## config.mk

```make
export PLATFORM = sky130hd
export DESIGN_NAME = osse_scan_unit
export DESIGN_NICKNAME = d
export VERILOG_FILES = /design/src/sv/osse_pkg.sv /design/src/sv/osse_scan_unit.sv
export SDC_FILE = /design/constraint.sdc
export NUM_CORES = 1
export LEC_CHECK = 0
export ABC_AREA = 1
export BUFFER_PORTS_ARGS = -buffer_cell sky130_fd_sc_hd__buf_4
export CAP_MARGIN = 25
export CORE_AREA = 2 2 69 71
export DETAILED_ROUTE_END_ITERATION = 10
export DIE_AREA = 0 0 71 73
export PLACE_DENSITY = 0.87
export SYNTH_ARGS = -nofsm -noshare
export SYNTH_HDL_FRONTEND = slang
export SYNTH_SLANG_ARGS = --single-unit
```

## constraint.sdc

```tcl
create_clock -name vclk -period 1.2
set_input_delay 0 -clock vclk [all_inputs]
set_output_delay 0 -clock vclk [all_outputs]
set_load 0.1 [all_outputs]
```

## src/sv/osse_pkg.sv

```systemverilog
`default_nettype none

package osse_pkg;

  // Default table depth
  localparam int CAPACITY_DEF = 256;

  // Operation codes
  typedef enum logic [2:0] {
    OP_INSERT = 3'd0,
    OP_DELETE = 3'd1,
    OP_EXISTS = 3'd2,
    OP_NEXT   = 3'd3,
    OP_PREV   = 3'd4
  } op_t;

  // Sequencer states
  typedef enum logic [2:0] {
    ST_CLEAR,
    ST_IDLE,
    ST_SCAN,
    ST_LAST,
    ST_COMMIT
  } state_t;

  // Request beat
  typedef struct packed {
    logic [2:0]         operation;
    logic signed [31:0] key;
  } req_t;

  // Response beat
  typedef struct packed {
    logic               found;
    logic signed [31:0] value;
    logic               status;
  } rsp_t;

  // Decisions from the compare unit for one table entry
  typedef struct packed {
    logic hit;   // valid entry equal to key
    logic free;  // entry not in use
    logic best;  // entry is a closer neighbor than the current best
  } scan_upd_t;

endpackage

`default_nettype wire

```

## src/sv/osse_scan_unit.sv

```systemverilog
`default_nettype none

// Compare unit shared by every step of the table sweep: judges one entry
// against the search key and the running best neighbor.
module osse_scan_unit (
  input  wire logic               ent_valid,
  input  wire logic signed [31:0] ent_value,
  input  wire logic [2:0]         operation,
  input  wire logic signed [31:0] key,
  input  wire logic               best_have,
  input  wire logic signed [31:0] best,
  output osse_pkg::scan_upd_t     upd
);

  logic above_key;
  logic below_key;
  logic below_best;
  logic above_best;

  assign above_key  = ent_value > key;
  assign below_key  = ent_value < key;
  assign below_best = ent_value < best;
  assign above_best = ent_value > best;

  // Per-entry decisions
  always_comb begin
    upd.hit  = ent_valid && (ent_value == key);
    upd.free = !ent_valid;
    case (operation)
      osse_pkg::OP_NEXT: upd.best = ent_valid && above_key && (!best_have || below_best);
      osse_pkg::OP_PREV: upd.best = ent_valid && below_key && (!best_have || above_best);
      default:           upd.best = 1'b0;
    endcase
  end

endmodule

`default_nettype wire

```

==> results.sh <==
export IMPL_initial_core_util_pct=40.1
export IMPL_maxClockFrequency_mhz=601
export IMPL_hold_viol_final=0
export IMPL_min_from="best_have"
export IMPL_wire_per_inst_um=13.6
export IMPL_end_kind="output pin"
export IMPL_grt_pass1_vias=2292
export IMPL_drt_total_wl_um=6380
export IMPL_worst_pin_slew_ns=0.311
export IMPL_fill_cells=313
export IMPL_die_x_um=71
export IMPL_drt_pass1_iterations=4
export IMPL_ys_seq_area_share_pct=0
export IMPL_cp_start_kind="input port"
export IMPL_core_um2=4540
export IMPL_violations="setup timing"
export IMPL_n_clock_buffer=0
export IMPL_timing_final_crit_share_pct=139
export IMPL_die_h_um=73
export IMPL_setup_ws_ns=-0.465
export IMPL_avgSynthCellArea_um2=6.15
export IMPL_drt_initial_drc_count=45
export IMPL_boundaryPins=104
export IMPL_cp_max_fo=3
export IMPL_p_leak_nw=1.89
export IMPL_slew_headroom_pct=79.1
export IMPL_critPathSlowestCell="ha_4"
export IMPL_grt_start_max_net_pins=4
export IMPL_hold_buffers=0
export IMPL_yosys_area_top_type="ha_1"
export IMPL_crit_buf_inv=3
export IMPL_globalplace_congestion=0.818
export IMPL_antenna_left=0
export IMPL_irDropWorstVdd_mv=0.189
export IMPL_drv_cap=0
export IMPL_path_class="input port to output pin"
export IMPL_portBuffers=104
export IMPL_antenna_found_initial=0
export IMPL_cp_startpoint="best[31]"
export IMPL_die_area_um2=5180
export IMPL_num_vias=2292
export IMPL_hp_class="input port to output pin"
export IMPL_crit_family="simple AND/OR/NAND/NOR gates"
export IMPL_max_stage_delay_ns=0.28
export IMPL_grt_overflow_total=0
export IMPL_synth_area_leaders="ha_1 44%, inv_1 15%, nand2_1 14%"
export IMPL_status="finished with violations"
export IMPL_dpl_hpwl_um=4500
export IMPL_seqCellArea_um2=0
export IMPL_drive_above_1_share_pct=52.4
export IMPL_vias_per_cell=4.88
export IMPL_dp_slack_ns=-0.608
export IMPL_seq_cells=0
export IMPL_finalSetupViolCount=2
export IMPL_min_period_ns=1.66
export IMPL_num_rows=25
export IMPL_power_density_nw_per_um2=373
export IMPL_drc=0
export IMPL_arrival_ns=1.66
export IMPL_areaGrowthSynthToFinish_pct=89.7
export IMPL_syn_nets=461
export IMPL_track_usage_pct=20.3
export IMPL_synth_most_common_cell="inv_1"
export IMPL_grt_setup_unrepaired="yes"
export IMPL_num_antenna_cells=0
export IMPL_synth_common_cells="74 x inv_1, 69 x nand2_1, 64 x ha_1, 30 x a21oi_1, 17 x nor2_1"
export IMPL_crit_path_frequent_cell="nand2_2"
export IMPL_crit_chain="buf_4, inv_2, ha_4, nand2_4, nor2_4, nand2_4, nor4_4, nand2_2, nand2_2, nand2_2, nand3_2, nand2_2, nand2_4, nand2_8, buf_12"
export IMPL_synth_area_um2=1820
export IMPL_worstPathRequired_ns=1.20
export IMPL_hold_path_end="upd[0]"
export IMPL_drv_slew=0
export IMPL_fin_util_pct=76.1
export IMPL_grt_pass1_wl_um=8940
export IMPL_netlist_instances=296
export IMPL_holdPathStages=5
export IMPL_yosys_warnings=0
export IMPL_synth_cell_types=24
export IMPL_fin_nets=583
export IMPL_synth_top_area_share_pct=44.0
==> cell type report <==
type,instances,area [µm²],area share [%]
tap,54,67.6,1.96
multi-input combinational,215,2100,60.8
inverter,81,317,9.17
timing repair buffer,120,971,28.1
==> stage by stage <==
stage	hold slack, ns	cell area (µm²)	total power, mW	cells	TNS [ns]
6_report	0.434	3450	1.29	470	-0.780
5_1_grt	0.455	3450	1.41	470	-0.934
4_1_cts	0.471	3210	1.09	467	-0.656
3_5_place_dp	0.492	2930	0.973	465	-1.08
3_3_place_gp	0.482	2930	0.936	465	-1.03
2_1_floorplan	0.283	2000	0.526	296	-0.394
==> worst min-delay path, stage by stage <==
cell and delay, ns:
buf_4 0.10, nand2_2 0.06, nand2_4 0.08, nand2_8 0.05, buf_12 0.15
==> timing repair <==
item / 4_1_cts / 5_1_grt
gates resized for setup: 47 / 44
endpoints found under the setup margin: 2 / 2
gates cloned: 0 / 0
pin swaps: 20 / 22
buffers inserted: 2 / 3
endpoints found under the hold margin: 0 / 0
==> where the power goes <==
part / leakage (nW) / internal, mW / switching [mW]
registers: 0 / 0 / 0
logic: 1.89 / 0.668 / 0.619
clock network: 0 / 0 / 0
==> how the worst max path moves through the flow <==
| stage | to | slack, ns | depth (start not counted) |
|---|---|---|---|
| detailed placement | upd[0] | -0.61 | 13 |
| CTS | upd[0] | -0.37 | 14 |
| floorplan | upd[2] | -0.26 | 9 |
| finish | upd[0] | -0.46 | 15 |
| global route | upd[0] | -0.55 | 15 |
| global placement | upd[0] | -0.59 | 13 |
==> per-layer routing <==
metal  GRT usage, %  part of all wire [%]  vias to the layer above  routed length [µm]
met5              0                     0                        -                   0
met4           2.31                   2.7                        0                 171
met3           1.80                   5.3                       16                 341
met2           40.8                    55                       84                3510
met1           23.7                    37                     1007                2350
li1               -                     -                     1185                   -
==> placed cells by master (no fill, tap or decap), types with 3 or more instances in the layout <==
| cell type | count |
|---|---|
| buf_4 | 107 |
| a21oi_1 | 19 |
| nand3_2 | 3 |
| o21ai_1 | 5 |
| nand2_1 | 49 |
| nand3_1 | 3 |
| nor2_4 | 8 |
| ha_4 | 28 |
| nand2_4 | 7 |
| nor2_1 | 9 |
| nand4_1 | 4 |
| inv_2 | 16 |
| nand2_2 | 14 |
| a21oi_2 | 11 |
| buf_6 | 10 |
| o21a_1 | 4 |
| ha_1 | 36 |
| inv_1 | 60 |
==> cell families (layout without fill, tap and decap cells) <==
family | count (synthesis) | in the layout | synth area share [%]
AND/OR/NAND/NOR | 108 | 108 | 26.7
buffers and inverters | 81 | 201 | 16.7
adder cells (fa/ha/maj) | 64 | 64 | 44.0
AO/OA/AOI/OAI | 43 | 43 | 12.6
No activity file was read; power rests on OpenSTA's default activity.
